<file path="src/hw/rtl/phvts_pkg.sv">
package phvts_pkg;

    localparam int TEXT_CAPACITY_DEF  = 1024;
    localparam int IMAGE_CAPACITY_DEF = 32768;
    localparam int PACKET_MAX_DEF     = 65535;
    localparam int HDR_BYTES          = 24;
    localparam int QUEUE_DEPTH        = 4;

    localparam logic [7:0] MAGIC_0 = 8'h47;
    localparam logic [7:0] MAGIC_1 = 8'h56;

    localparam logic [1:0] KIND_TEXT   = 2'd0;
    localparam logic [1:0] KIND_IMAGE  = 2'd1;
    localparam logic [1:0] KIND_STATUS = 2'd2;

    localparam logic [2:0] ERR_OK        = 3'd0;
    localparam logic [2:0] ERR_SHORT     = 3'd1;
    localparam logic [2:0] ERR_MAGIC     = 3'd2;
    localparam logic [2:0] ERR_LENGTH    = 3'd3;
    localparam logic [2:0] ERR_SECTIONS  = 3'd4;
    localparam logic [2:0] ERR_TOO_LARGE = 3'd5;

    typedef struct packed {
        logic [7:0] rx_byte;
        logic       last_byte;
    } in_t;

    typedef struct packed {
        logic [1:0]  kind;
        logic [14:0] index;
        logic [7:0]  data;
        logic [2:0]  error_code;
        logic [7:0]  peer_status;
        logic [9:0]  text_length;
        logic [15:0] image_width;
        logic [15:0] image_height;
        logic [15:0] num_lines;
        logic [31:0] image_length;
        logic [15:0] packet_length;
        logic        last;
    } out_t;

    typedef struct packed {
        logic        has_data;
        logic [1:0]  data_kind;
        logic [14:0] data_index;
        logic [7:0]  data_byte;
        logic        has_status;
        logic [2:0]  error_code;
        logic [7:0]  peer_status;
        logic [9:0]  text_length;
        logic [15:0] image_width;
        logic [15:0] image_height;
        logic [15:0] num_lines;
        logic [31:0] image_length;
        logic [15:0] packet_length;
    } op_t;

    function automatic logic [7:0] sanitize(input logic [7:0] c);
        if (c == 8'd13 || c == 8'd10) begin
            return 8'd10;
        end else if (c < 8'd32 || c > 8'd126) begin
            return 8'd32;
        end
        return c;
    endfunction

endpackage

</file>
<file path="src/hw/rtl/phvts_front.sv">
module phvts_front #(
    parameter int TEXT_CAPACITY  = phvts_pkg::TEXT_CAPACITY_DEF,
    parameter int IMAGE_CAPACITY = phvts_pkg::IMAGE_CAPACITY_DEF,
    parameter int PACKET_MAX     = phvts_pkg::PACKET_MAX_DEF
) (
    input  logic              aclk,
    input  logic              aresetn,
    input  logic              in_valid,
    output logic              in_ready,
    input  phvts_pkg::in_t    in_item,
    input  logic              queue_full,
    output logic              push,
    output phvts_pkg::op_t    push_item
);
    import phvts_pkg::*;

    localparam int CW = $clog2(PACKET_MAX + 2);
    localparam int TW = $clog2(TEXT_CAPACITY);
    localparam int XW = (CW > 17) ? CW : 17;

    logic [CW-1:0] cnt_reg, cnt_next, cnt_inc;
    logic [7:0]    hdr_reg [HDR_BYTES];
    logic [TW-1:0] txt_cnt_reg, txt_cnt_next;
    logic [TW-1:0] trim_reg, trim_next;
    logic          ended_reg, ended_next;
    logic [2:0]    early_reg, early_next;
    logic [15:0]   hl_reg;
    logic [16:0]   hlt_reg;
    logic          hl_bad_reg;

    logic          accept;
    logic [7:0]    b;
    logic [15:0]   hl_raw, hl_c, tl_c;
    logic [16:0]   hlt_c;
    logic [31:0]   il_c, tot_c, cnt32;
    logic [XW-1:0] off_x, idx_x;
    logic [31:0]   txt32, idx32;
    logic [7:0]    c_san;
    logic          in_body, in_text, in_image;
    logic [2:0]    err;
    logic          full_hdr;

    assign in_ready = !queue_full;
    assign accept   = in_valid && in_ready;
    assign b        = in_item.rx_byte;

    assign hl_raw = {hdr_reg[21], hdr_reg[20]};
    assign hl_c   = (hl_raw == 16'd0) ? 16'(HDR_BYTES) : hl_raw;
    assign tl_c   = {hdr_reg[9], hdr_reg[8]};
    assign hlt_c  = 17'(hl_c) + 17'(tl_c);
    assign il_c   = {hdr_reg[19], hdr_reg[18], hdr_reg[17], hdr_reg[16]};
    assign tot_c  = {hdr_reg[7], hdr_reg[6], hdr_reg[5], hdr_reg[4]};

    assign off_x    = XW'(cnt_reg);
    assign idx_x    = off_x - XW'(hlt_reg);
    assign in_body  = (32'(cnt_reg) >= 32'(HDR_BYTES)) &&
                      (32'(cnt_reg) < 32'(PACKET_MAX)) && !hl_bad_reg;
    assign in_text  = in_body && (off_x >= XW'(hl_reg)) && (off_x < XW'(hlt_reg));
    assign in_image = in_body && (off_x >= XW'(hlt_reg)) &&
                      (33'(idx_x) < 33'(il_c)) && (33'(idx_x) < 33'(IMAGE_CAPACITY));
    assign c_san    = sanitize(b);
    assign txt32    = 32'(txt_cnt_reg);
    assign idx32    = 32'(idx_x);

    assign cnt_inc  = (32'(cnt_reg) <= 32'(PACKET_MAX)) ? cnt_reg + 1'b1 : cnt_reg;
    assign cnt32    = 32'(cnt_inc);
    assign full_hdr = cnt32 >= 32'(HDR_BYTES);

    always_comb begin
        txt_cnt_next = txt_cnt_reg;
        trim_next    = trim_reg;
        ended_next   = ended_reg;
        early_next   = early_reg;
        push_item    = '0;
        if (32'(cnt_reg) == 32'd1 && (hdr_reg[0] != MAGIC_0 || b != MAGIC_1)) begin
            early_next = ERR_MAGIC;
        end
        if (in_text && !ended_reg && txt_cnt_reg < TW'(TEXT_CAPACITY - 1)) begin
            if (b == 8'd0) begin
                ended_next = 1'b1;
            end else begin
                push_item.has_data   = 1'b1;
                push_item.data_kind  = KIND_TEXT;
                push_item.data_index = txt32[14:0];
                push_item.data_byte  = c_san;
                txt_cnt_next         = txt_cnt_reg + 1'b1;
                if (c_san != 8'd32) begin
                    trim_next = txt_cnt_reg + 1'b1;
                end
            end
        end else if (in_image) begin
            push_item.has_data   = 1'b1;
            push_item.data_kind  = KIND_IMAGE;
            push_item.data_index = idx32[14:0];
            push_item.data_byte  = b;
        end

        priority if (cnt32 > 32'(PACKET_MAX)) begin
            err = ERR_TOO_LARGE;
        end else if (!full_hdr) begin
            err = ERR_SHORT;
        end else if (early_reg != ERR_OK) begin
            err = early_reg;
        end else if (tot_c != cnt32) begin
            err = ERR_LENGTH;
        end else if (hl_c < 16'(HDR_BYTES) ||
                     (33'(hlt_c) + 33'(il_c)) > 33'(cnt32)) begin
            err = ERR_SECTIONS;
        end else begin
            err = ERR_OK;
        end

        push_item.has_status    = in_item.last_byte;
        push_item.error_code    = err;
        push_item.packet_length = (cnt32 > 32'd65535) ? 16'hFFFF : cnt32[15:0];
        if (full_hdr) begin
            push_item.peer_status  = hdr_reg[3];
            push_item.text_length  = 10'(32'(trim_next));
            push_item.image_width  = {hdr_reg[11], hdr_reg[10]};
            push_item.image_height = {hdr_reg[13], hdr_reg[12]};
            push_item.num_lines    = {hdr_reg[15], hdr_reg[14]};
            push_item.image_length = il_c;
        end
        cnt_next = cnt_inc;
        if (in_item.last_byte) begin
            cnt_next     = '0;
            txt_cnt_next = '0;
            trim_next    = '0;
            ended_next   = 1'b0;
            early_next   = ERR_OK;
        end
    end

    assign push = accept && (push_item.has_data || push_item.has_status);

    always_ff @(posedge aclk) begin
        if (!aresetn) begin
            cnt_reg     <= '0;
            txt_cnt_reg <= '0;
            trim_reg    <= '0;
            ended_reg   <= 1'b0;
            early_reg   <= ERR_OK;
            hl_reg      <= 16'(HDR_BYTES);
            hlt_reg     <= '0;
            hl_bad_reg  <= 1'b0;
        end else if (accept) begin
            cnt_reg     <= cnt_next;
            txt_cnt_reg <= txt_cnt_next;
            trim_reg    <= trim_next;
            ended_reg   <= ended_next;
            early_reg   <= early_next;
            if (32'(cnt_reg) == 32'(HDR_BYTES - 1)) begin
                hl_reg     <= hl_c;
                hlt_reg    <= hlt_c;
                hl_bad_reg <= hl_c < 16'(HDR_BYTES);
            end
        end
    end

    always_ff @(posedge aclk) begin
        if (accept && 32'(cnt_reg) < 32'(HDR_BYTES)) begin
            hdr_reg[cnt_reg[4:0]] <= b;
        end
    end

endmodule

</file>
<file path="src/hw/rtl/phvts_queue.sv">
module phvts_queue (
    input  logic           aclk,
    input  logic           aresetn,
    input  logic           push,
    input  phvts_pkg::op_t push_item,
    output logic           full,
    output logic           not_empty,
    input  logic           pop,
    output phvts_pkg::op_t head
);
    import phvts_pkg::*;

    localparam int PW = $clog2(QUEUE_DEPTH);

    op_t           mem_reg [QUEUE_DEPTH];
    logic [PW-1:0] wr_reg, rd_reg;
    logic [PW:0]   count_reg;

    assign full      = count_reg == (PW + 1)'(QUEUE_DEPTH);
    assign not_empty = count_reg != '0;
    assign head      = mem_reg[rd_reg];

    always_ff @(posedge aclk) begin
        if (!aresetn) begin
            wr_reg    <= '0;
            rd_reg    <= '0;
            count_reg <= '0;
        end else begin
            if (push) begin
                wr_reg <= wr_reg + 1'b1;
            end
            if (pop) begin
                rd_reg <= rd_reg + 1'b1;
            end
            if (push && !pop) begin
                count_reg <= count_reg + 1'b1;
            end else if (pop && !push) begin
                count_reg <= count_reg - 1'b1;
            end
        end
    end

    always_ff @(posedge aclk) begin
        if (push) begin
            mem_reg[wr_reg] <= push_item;
        end
    end

endmodule

</file>
<file path="src/hw/rtl/phvts_back.sv">
module phvts_back (
    input  logic            aclk,
    input  logic            aresetn,
    input  logic            not_empty,
    input  phvts_pkg::op_t  head,
    output logic            pop,
    output logic            m_valid,
    input  logic            m_ready,
    output phvts_pkg::out_t m_data
);
    import phvts_pkg::*;

    logic status_phase_reg;
    logic out_valid_reg;
    out_t out_reg;
    logic load;
    logic emit_data;
    out_t nxt;

    assign load      = not_empty && (!out_valid_reg || m_ready);
    assign emit_data = head.has_data && !status_phase_reg;
    assign pop       = load && !(emit_data && head.has_status);

    always_comb begin
        nxt = '0;
        if (emit_data) begin
            nxt.kind  = head.data_kind;
            nxt.index = head.data_index;
            nxt.data  = head.data_byte;
        end else begin
            nxt.kind          = KIND_STATUS;
            nxt.error_code    = head.error_code;
            nxt.peer_status   = head.peer_status;
            nxt.text_length   = head.text_length;
            nxt.image_width   = head.image_width;
            nxt.image_height  = head.image_height;
            nxt.num_lines     = head.num_lines;
            nxt.image_length  = head.image_length;
            nxt.packet_length = head.packet_length;
            nxt.last          = 1'b1;
        end
    end

    always_ff @(posedge aclk) begin
        if (!aresetn) begin
            out_valid_reg    <= 1'b0;
            status_phase_reg <= 1'b0;
        end else if (load) begin
            out_valid_reg    <= 1'b1;
            status_phase_reg <= !pop;
        end else if (m_ready) begin
            out_valid_reg <= 1'b0;
        end
    end

    always_ff @(posedge aclk) begin
        if (load) begin
            out_reg <= nxt;
        end
    end

    assign m_valid = out_valid_reg;
    assign m_data  = out_reg;

endmodule

</file>
<file path="src/hw/rtl/packet_header_validator_text_sanitizer.sv">
// Packet header validator and text sanitizer.
// The s_ channel carries one packet byte per transfer, with last_byte set on
// the final byte. Bytes 0 to 23 form a little-endian header that is checked
// for magic, lengths and size. Text bytes are sanitized and sent as kind 0
// with their index; image bytes are sent as kind 1. The closing byte also
// produces a kind 2 status record with the error code and header fields.
// Data results are sent as their bytes arrive, whatever the error code.
// One byte is accepted per cycle while the queue is not full. Each result
// passes through the queue and then the output register before m_valid
// rises. A closing byte that also carries a data result yields two
// transfers on the m_ channel, so the output stage holds its queue entry
// for both; a four-entry queue between the classifier and the output
// stage absorbs that extra transfer while it has room. With input and
// output busy every cycle these can fill the queue, and s_ready then drops.
// When the receiver stalls, the output register holds its transfer, the
// queue fills, and s_ready drops once the queue is full.
// Reset empties the queue and clears all packet counters; the header bytes
// are rewritten by every packet of 24 bytes or more.
module packet_header_validator_text_sanitizer #(
    parameter int TEXT_CAPACITY  = phvts_pkg::TEXT_CAPACITY_DEF,
    parameter int IMAGE_CAPACITY = phvts_pkg::IMAGE_CAPACITY_DEF,
    parameter int PACKET_MAX     = phvts_pkg::PACKET_MAX_DEF
) (
    input  logic            aclk,
    input  logic            aresetn,
    input  logic            s_valid,
    output logic            s_ready,
    input  phvts_pkg::in_t  s_data,
    output logic            m_valid,
    input  logic            m_ready,
    output phvts_pkg::out_t m_data
);
    import phvts_pkg::*;

    logic full, not_empty, push, pop;
    op_t  push_item, head;

    phvts_front #(
        .TEXT_CAPACITY (TEXT_CAPACITY),
        .IMAGE_CAPACITY(IMAGE_CAPACITY),
        .PACKET_MAX    (PACKET_MAX)
    ) u_front (
        .aclk      (aclk),
        .aresetn   (aresetn),
        .in_valid  (s_valid),
        .in_ready  (s_ready),
        .in_item   (s_data),
        .queue_full(full),
        .push      (push),
        .push_item (push_item)
    );

    phvts_queue u_queue (
        .aclk     (aclk),
        .aresetn  (aresetn),
        .push     (push),
        .push_item(push_item),
        .full     (full),
        .not_empty(not_empty),
        .pop      (pop),
        .head     (head)
    );

    phvts_back u_back (
        .aclk     (aclk),
        .aresetn  (aresetn),
        .not_empty(not_empty),
        .head     (head),
        .pop      (pop),
        .m_valid  (m_valid),
        .m_ready  (m_ready),
        .m_data   (m_data)
    );

    a_last_on_status: assert property (@(posedge aclk) disable iff (!aresetn)
        m_valid |-> ((m_data.kind == KIND_STATUS) == m_data.last))
        else $error("last must mark exactly the status record");

    a_no_push_when_full: assert property (@(posedge aclk) disable iff (!aresetn)
        full |-> !push)
        else $error("queue written while full");

    a_pop_needs_entry: assert property (@(posedge aclk) disable iff (!aresetn)
        pop |-> not_empty)
        else $error("queue read while empty");

endmodule

</file>
<file path="config.mk">
export PLATFORM = sky130hd
export DESIGN_NAME = packet_header_validator_text_sanitizer
export DESIGN_NICKNAME = d
export VERILOG_FILES = /design/src/hw/rtl/phvts_pkg.sv /design/src/hw/rtl/phvts_front.sv /design/src/hw/rtl/phvts_queue.sv /design/src/hw/rtl/phvts_back.sv /design/src/hw/rtl/packet_header_validator_text_sanitizer.sv
export SDC_FILE = /design/constraint.sdc
export NUM_CORES = 1
export LEC_CHECK = 0
export BUFFER_PORTS_ARGS = -buffer_cell sky130_fd_sc_hd__buf_2
export CORE_UTILIZATION = 60
export DETAILED_ROUTE_END_ITERATION = 16
export PLACE_DENSITY = 0.78
export SLEW_MARGIN = 25
export SYNTH_ARGS = -nofsm -noshare
export SYNTH_HDL_FRONTEND = slang
export SYNTH_SLANG_ARGS = --single-unit
</file>
<file path="constraint.sdc">
create_clock -name aclk -period 12.65 [get_ports aclk]
set_input_delay 1.265 -clock aclk [delete_from_list [all_inputs] [get_ports aclk]]
set_output_delay 1.265 -clock aclk [all_outputs]
set_load 0.02 [all_outputs]
</file>
==> metrics.md, run 1 <==
| Metric | Value |
|---|---|
| Largest net degree at the start of global routing | `145` |
| # hold bufs at CTS | `0` |
| Overall power | `8.302 mW` |
| Fin. Hold Viols | `0` |
| Drt first-iter violations | `2,554` |
| Chip height | `262.1 um` |
| PortBufs | `157` |
| Pwr dens | `183.5 nW/um^2` |
| Worst hold margin | `0.4687 ns` |
| Worst slack, placed | `4.770 ns` |
| Max Cap Viol | `0` |
| Startpoint types | `flip-flop` |
| Deepest clock path buffer count | `3` |
| R2R cell count | `23` |
| Placed Area | `42,320 um^2` |
| CP required | `12.90 ns` |
| Outcome | `finished, final reports clean` |
| Reg clk slew, reported paths | `0.06 ns` |
| Clock sink total | `959` |
| Util after Layout | `67.50%` |
| Hold Startpoint | `u_front.trim_reg[2]` |
| Clock Latency Late Sink | `0.66 ns` |
| Final setup fails | `0` |
| Ant diodes | `0` |
| Most used DFF post-synth | `edfxtp_1` |
| Post-CTS Resized | `0` |
| Post-Place Cells | `3,504` |
| Sequential area share after synthesis | `68.85%` |
| Yosys reg bits | `959` |
| First-pass GRT wire length | `144.1 mm` |
| DRC errors left | `0` |
| Area Growth Syn to Fin | `11.44%` |
| Worst R2R Start | `u_front.cnt_reg[0]` |
| Std-Cell Rows | `95` |
| Crit-path cells | `inv_1 -> ha_1 -> inv_1 -> fa_1 -> a211o_1 -> a211oi_1 -> o211ai_1 -> a31oi_1 -> o21ai_0 -> xnor2_1 -> inv_1 -> ha_1 -> nor3_1 -> nor4_1 -> nand4_1 -> nor4_1 -> and4_1 -> a31oi_1 -> and4_1 -> a21boi_4 -> nor2b_4 -> buf_4 -> buf_4` |
| Hold Crit Class | `flip-flop to flip-flop` |
| Highest clock rate | `125.3 MHz` |
| H-tree levels | `3` |
| Final worst-path setup slack | `4.667 ns` |
| Peak VDD IR | `148.3 uV` |
| Ys async rst share | `0%` |
| Nets | `2,856` |
| WL/cell | `26.56 um` |
| Non-filler cells, final | `3,678` |
| Critical-path maximum fanout | `66` |
| Final instance area | `45,250 um^2` |
| Cells after Synth | `2,561` |
| Post-synth EDFFs | `875` |
| Die area | `68,720 um^2` |
| Synthesized area | `40,610 um^2` |
| Clock Skew | `0.03141 ns` |
| Critical Path AT | `8.24 ns` |
| Fin. max-slew vios | `0` |
| Crit path kind | `flip-flop to flip-flop` |
| Leakage | `15.27 nW` |
| Via count of the routed design | `23,200` |
| CP Capture Type | `flip-flop` |
| Worst path slowest cell | `buf_4` |
| Global route total overflow | `0` |
| Final HPWL DP | `59.18 mm` |
| Post-route ant nets | `0` |
| Core Area | `67,040 um^2` |
| DR pass1 iterations | `6` |
| Die Width | `262.1 um` |
| Initial antenna violation count | `4` |
| Min Tclk post-route | `7.983 ns` |
| Netlist cell types | `90` |
| CTS tree | `done` |
| Setup Buffers After CTS | `0` |
| RePlAce Congestion | `0.9623` |
| Worst Setup SP | `u_front.cnt_reg[0]` |
| Largest register FFs | `572` |
| Max-slew headroom | `29.02%` |
| RSZ-0062 raised after global routing | `false` |
| DRT Wirelength | `97.69 mm` |
| CTS Buf Count | `93` |
| Syn avg cell area | `15.86 um^2` |
| CP most frequent cell | `inv_1` |
| Setup TNS | `0 ns` |
| Synthesis Warnings | `0` |
| Initial core utilization | `60.57%` |
| Num ports | `158` |
| Fin crit share | `63.10%` |
| Gr usage total | `28.54%` |
| Share of layout cells above drive strength 1 | `18.43%` |
| Worst-margin pin slew | `1.061 ns` |
| Via density | `6.309` |
| Vias in the first global route | `23,290` |
| Hold path cells | `2` |
| CP peak stage delay | `0.91 ns` |
| Clk root buf | `clkbuf_16` |
| Post-Syn Nets | `2,691` |
## worst max-delay path, delay by kind of cell (launching register included)
kind,cells,cell delay [ns]
simple gates,7,2.09
buf+inv,5,2.08
compound gates,7,1.80
xor+xnor,1,0.21
flops,1,0.41
fa+ha+maj,3,0.85
## metal layers
layer	share of wire (%)	track usage, %	vias to the layer above
met5	0	0	-
met4	2.7	8.446	0
met2	50	47.81	1080
met1	40	39.05	11830
li1	-	-	10120
met3	7.0	4.273	180
## where the power goes
group | switching (mW) | total [mW] | internal, mW
registers | 0.127 | 4.05 | 3.92
clock network | 1.18 | 2.66 | 1.48
logic | 1.03 | 1.59 | 0.564
## final timing paths
kind | end | slack, ns
worst min-delay path | u_front.trim_reg[2] | 0.47
worst max-delay path | u_queue.mem_reg[1][27] | 4.67
worst min register to register | u_front.trim_reg[2] | 0.47
worst max register to register | u_queue.mem_reg[1][27] | 4.67
## Yosys cell counts, types with 23 or more instances
master	count	area share [%]
edfxtp_1	875	65
nor2b_1	203	3.1
nor2_1	186	1.7
mux4_2	143	7.9
ha_1	113	3.5
nand2_1	93	0.86
a21oi_1	86	1.1
dfxtp_1	84	4.1
inv_1	79	0.73
clkbuf_1	74	0.68
xnor2_1	52	1.1
o21ai_0	46	0.57
and2_1	41	0.63
mux2i_1	35	0.86
nor3_1	34	0.42
nand3_1	28	0.35
nand4_1	28	0.43
a21o_1	27	0.50
xor2_1	26	0.56
buf_2	23	0.28
## layout make-up
type | count | area, um^2
flip-flops and latches | 959 | 27960
fillers | 4361 | 21790
multi-input cells | 1399 | 11860
clock buffers | 114 | 2469
repair buffers | 192 | 1101
well taps | 873 | 1092
clock inverters | 60 | 459.2
inverters | 81 | 304.0
## cell usage in the layout (no fill, tap or decap), drive strengths merged, types with 7 or more instances in the layout
| cell type | instances |
|---|---|
| edfxtp | 875 |
| nor2b | 203 |
| buf | 192 |
| nor2 | 187 |
| mux4 | 143 |
| clkbuf | 114 |
| ha | 113 |
| nand2 | 93 |
| a21oi | 86 |
| dfxtp | 84 |
| inv | 83 |
| xnor2 | 53 |
| o21ai | 53 |
| clkinv | 47 |
| and2 | 41 |
| nor3 | 37 |
| mux2i | 36 |
| nand4 | 30 |
| nand3 | 29 |
| a21o | 27 |
| xor2 | 27 |
| a211oi | 21 |
| nor4 | 19 |
| o21a | 18 |
| and3 | 16 |
| a31oi | 14 |
| o211ai | 12 |
| nand2b | 10 |
| or3 | 10 |
| a22o | 10 |
| or2 | 8 |
| a2111oi | 8 |
| a211o | 7 |
| and4 | 7 |
| clkinvlp | 7 |
| o31ai | 7 |
## cell families (layout without fill, tap and decap cells)
group / after synthesis / in the layout / share of synthesized area, %
mux: 181 / 181 / 8.884
xor+xnor: 81 / 81 / 1.818
fa+ha+maj: 117 / 117 / 3.679
flops: 959 / 959 / 68.85
buf+inv: 203 / 447 / 2.105
compound gates: 307 / 307 / 5.254
simple gates: 713 / 713 / 9.411
Power figures use the tool's default switching activity.
==> run 2: changes to the inputs <==
--- a/config.mk
+++ b/config.mk
@@ -5,6 +5,7 @@
 export SDC_FILE = /design/constraint.sdc
 export NUM_CORES = 1
 export LEC_CHECK = 0
+export ABC_AREA = 1
 export BUFFER_PORTS_ARGS = -buffer_cell sky130_fd_sc_hd__buf_2
 export CORE_UTILIZATION = 60
 export DETAILED_ROUTE_END_ITERATION = 16
==> constraint.sdc (replaced) <==
create_clock -name aclk -period 8.38 [get_ports aclk]
set_input_delay 0.838 -clock aclk [delete_from_list [all_inputs] [get_ports aclk]]
set_output_delay 0.838 -clock aclk [all_outputs]
set_load 0.02 [all_outputs]
==> metrics.md, run 2 <==
| Metric | Value |
|---|---|
| Outcome | `finished, final reports clean` |
| Fin. max-slew vios | `0 (unchanged)` |
| Std-Cell Rows | `96 (+1.1%)` |
| Die Width | `265.7 um (+1.4%)` |
| Fin. Hold Viols | `0 (unchanged)` |
| CP peak stage delay | `0.67 ns (-0.24 ns)` |
| Worst-margin pin slew | `1.048 ns (-0.01228 ns)` |
| Met3 global-route usage | `5.018% (+0.75 points)` |
| Clk root buf | `clkbuf_16` |
| Global route total overflow | `0 (unchanged)` |
| H-tree levels | `3 (unchanged)` |
| CTS Buf Count | `93 (unchanged)` |
| Yosys reg bits | `959 (unchanged)` |
| Setup Buffers After CTS | `0 (unchanged)` |
| RSZ-0062 raised after global routing | `false` |
| Top post-synthesis cells by area | `edfxtp_1 63%, nor2_1 5.4%, nand2_1 4.9%` |
| CP most frequent cell | `nand2_1` |
| CTS tree | `done` |
| Busiest grt layer | `met2` |
| Via count of the routed design | `28,860 (+24%)` |
| Share of layout cells above drive strength 1 | `8.660% (-9.8 points)` |
| Area leader, netlist | `edfxtp_1` |
| Syn avg cell area | `10.92 um^2 (-31%)` |
| Fin crit share | `66.48% (+3.4 points)` |
| Die area | `70,590 um^2 (+2.7%)` |
| Post-synth EDFFs | `875 (unchanged)` |
| Worst reg2reg endpoint | `u_queue.mem_reg[2][38]` |
| Post-Syn Nets | `3,949 (+47%)` |
| Clock Skew | `0.03583 ns (+0.004418 ns)` |
| Final HPWL DP | `63.99 mm (+8.1%)` |
| Post-route ant nets | `0 (unchanged)` |
| Netlist cell types | `45 (-50%)` |
| Worst Setup SP | `u_front.cnt_reg[0]` |
| Critical-path maximum fanout | `143 (+120%)` |
| Final setup fails | `0 (unchanged)` |
| Max Cap Viol | `0 (unchanged)` |
| R2R cell count | `28 (+22%)` |
| Crit path kind | `flip-flop to flip-flop` |
| Most frequent cells in the layout | `875 x edfxtp_1, 592 x nor2_1, 541 x nand2_1, 417 x inv_1, 374 x o21ai_0` |
| DRC errors left | `0 (unchanged)` |
| Final instance area | `46,400 um^2 (+2.5%)` |
| Deepest clock path buffer count | `3 (unchanged)` |
| Total number of cells along the worst setup path | `28 (+22%)` |
| Synthesized area | `41,720 um^2 (+2.7%)` |
| Clock sink total | `959 (unchanged)` |
| Worst slack, placed | `2.965 ns (-1.805 ns)` |
| Pwr dens | `292.1 nW/um^2 (+59%)` |
| Vias in the first global route | `27,890 (+20%)` |
| Post-CTS Resized | `0 (unchanged)` |
| Synthesis Warnings | `0 (unchanged)` |
| Crit-path leading delay family | `simple AND/OR/NAND/NOR gates` |
| Drt first-iter violations | `3,187 (+25%)` |
| Highest clock rate | `179.5 MHz (+43%)` |
| Most used DFF post-synth | `edfxtp_1` |
| GR met2 Demand/Resource | `48.60% (+0.78 points)` |
| Area Growth Syn to Fin | `11.22%` |
| Count leader, synth | `edfxtp_1` |
| Ant diodes | `0 (unchanged)` |
| # hold bufs at CTS | `0 (unchanged)` |
| Final worst-path setup slack | `2.809 ns (-1.858 ns)` |
| Via density | `5.845 (-7.3%)` |
| Setup crit end | `u_queue.mem_reg[2][38]` |
| Commonest non-fill, non-tap cell in the layout | `edfxtp_1` |
| First-pass GRT wire length | `159.0 mm (+10%)` |
| Critical Path AT | `5.84 ns (-2.40 ns)` |
| Setup slack, reg-to-reg | `2.81 ns (-1.86 ns)` |
| Peak VDD IR | `190.6 uV (+29%)` |
| Synth cell count leaders | `875 x edfxtp_1, 597 x nor2_1, 542 x nand2_1, 418 x inv_1, 374 x o21ai_0` |
| WL/cell | `21.25 um (-20%)` |
| Chip height | `265.7 um (+1.4%)` |
| Startpoint types | `flip-flop` |
| Setup TNS | `0 ns (unchanged)` |
| CP required | `8.65 ns (-4.25 ns)` |
| Sequential area share after synthesis | `67.01% (-1.8 points)` |
| Core Area | `68,710 um^2 (+2.5%)` |
| Overall power | `13.55 mW (+63%)` |
| Largest register FFs | `572 (unchanged)` |
| Nets | `4,068 (+42%)` |
| Gr usage total | `29.75% (+1.2 points)` |
| Hold Crit Class | `flip-flop to flip-flop` |
| Clock Latency Late Sink | `0.67 ns (about the same)` |
| Max-slew headroom | `29.84% (+0.82 points)` |
| Reg clk slew, reported paths | `0.07 ns (about the same)` |
| Initial core utilization | `60.72% (+0.16 points)` |
| CP Capture Type | `flip-flop` |
| Worst R2R Start | `u_front.cnt_reg[0]` |
| Largest net degree at the start of global routing | `144 (-0.69%)` |
| Filler instances | `4,973 (+14%)` |
| Placed Area | `43,390 um^2 (+2.5%)` |
| Worst path slowest cell | `buf_12` |
| M1 GR Usage | `40.00% (+0.95 points)` |
| DRT Wirelength | `105.0 mm (+7.4%)` |
| Min Tclk post-route | `5.571 ns (-2.412 ns)` |
| Num ports | `158 (unchanged)` |
| DR pass1 iterations | `6 (unchanged)` |
| Synth top area share | `62.98% (-1.7 points)` |
| PortBufs | `157 (unchanged)` |
| RePlAce Congestion | `0.9613 (-0.10%)` |
| Leakage | `18.32 nW (+20%)` |
| Buffers & Inverters on Critical Path | `5 (unchanged)` |
| Cells after Synth | `3,819 (+49%)` |
| Ys async rst share | `0% (unchanged)` |
| Initial antenna violation count | `0 (-4)` |
==> run 2: layer usage <==
layer,share of wire [%],up-vias,wire length (um)
met5,0,-,0
met4,4.0,0,4216
met3,9.0,258,9397
met2,47,1415,49550
met1,40,13790,41800
li1,-,13400,-
==> run 2: metrics by stage <==
stage / std cells / util (%) / hold WS, ns
5_1_grt: 4938 / 67.54 / 0.4800
3_5_place_dp: 4773 / 63.15 / 0.4556
6_report: 4938 / 67.54 / 0.4617
4_1_cts: 4937 / 67.50 / 0.4661
3_3_place_gp: 4773 / 63.13 / 0.4472
2_1_floorplan: 3819 / - / 0.4347
==> run 2: area by class of cell <==
type	instances	area (um^2)	share of cell area, %
Clock buffer	116	2414	5.202
Clock inverter	48	574.3	1.238
Inverter	424	1603	3.454
Multi-Input combinational cell	2272	11590	24.98
Sequential cell	959	27960	60.27
Tap cell	931	1165	2.510
Timing Repair Buffer	188	1089	2.346
==> run 2: cells by family after synthesis <==
| group | share of synthesized area (%) |
|---|---|
| buffers and inverters | 5.362 |
| AO/OA/AOI/OAI | 8.928 |
| adder cells (fa/ha/maj) | 3.581 |
| flip-flops | 67.01 |
| XOR/XNOR | 1.302 |
| AND/OR/NAND/NOR | 13.82 |
==> run 2: worst register-to-register path, delay by kind of cell, from the launching register on <==
kind	cells	cell delay, ns
compound gates	4	0.68
xor+xnor	1	0.22
fa+ha+maj	3	0.92
buf+inv	5	1.29
flops	1	0.41
simple gates	15	1.58
==> run 2: report_power, final <==
group / internal, mW / switching, mW / total, mW
clock: 2.39 / 1.75 / 4.14
sequential: 5.96 / 0.171 / 6.13
combinational: 0.838 / 2.45 / 3.29
total: 9.18 / 4.37 / 13.6
==> run 2: how the worst min path moves through the flow <==
stage	slack (ns)	startpoint	cells past startpoint	end
floorplan	0.43	u_front.hl_reg[15]	2	u_front.hl_reg[15]
global placement	0.45	u_queue.rd_reg[1]	2	flip-flop
detailed placement	0.46	u_front.hl_reg[6]	2	u_front.hl_reg[6]
CTS	0.47	u_front.hl_reg[7]	2	u_front.hl_reg[7]
global route	0.48	u_front.hl_reg[6]	2	u_front.hl_reg[6]
finish	0.46	u_front.hl_reg[6]	2	u_front.hl_reg[6]
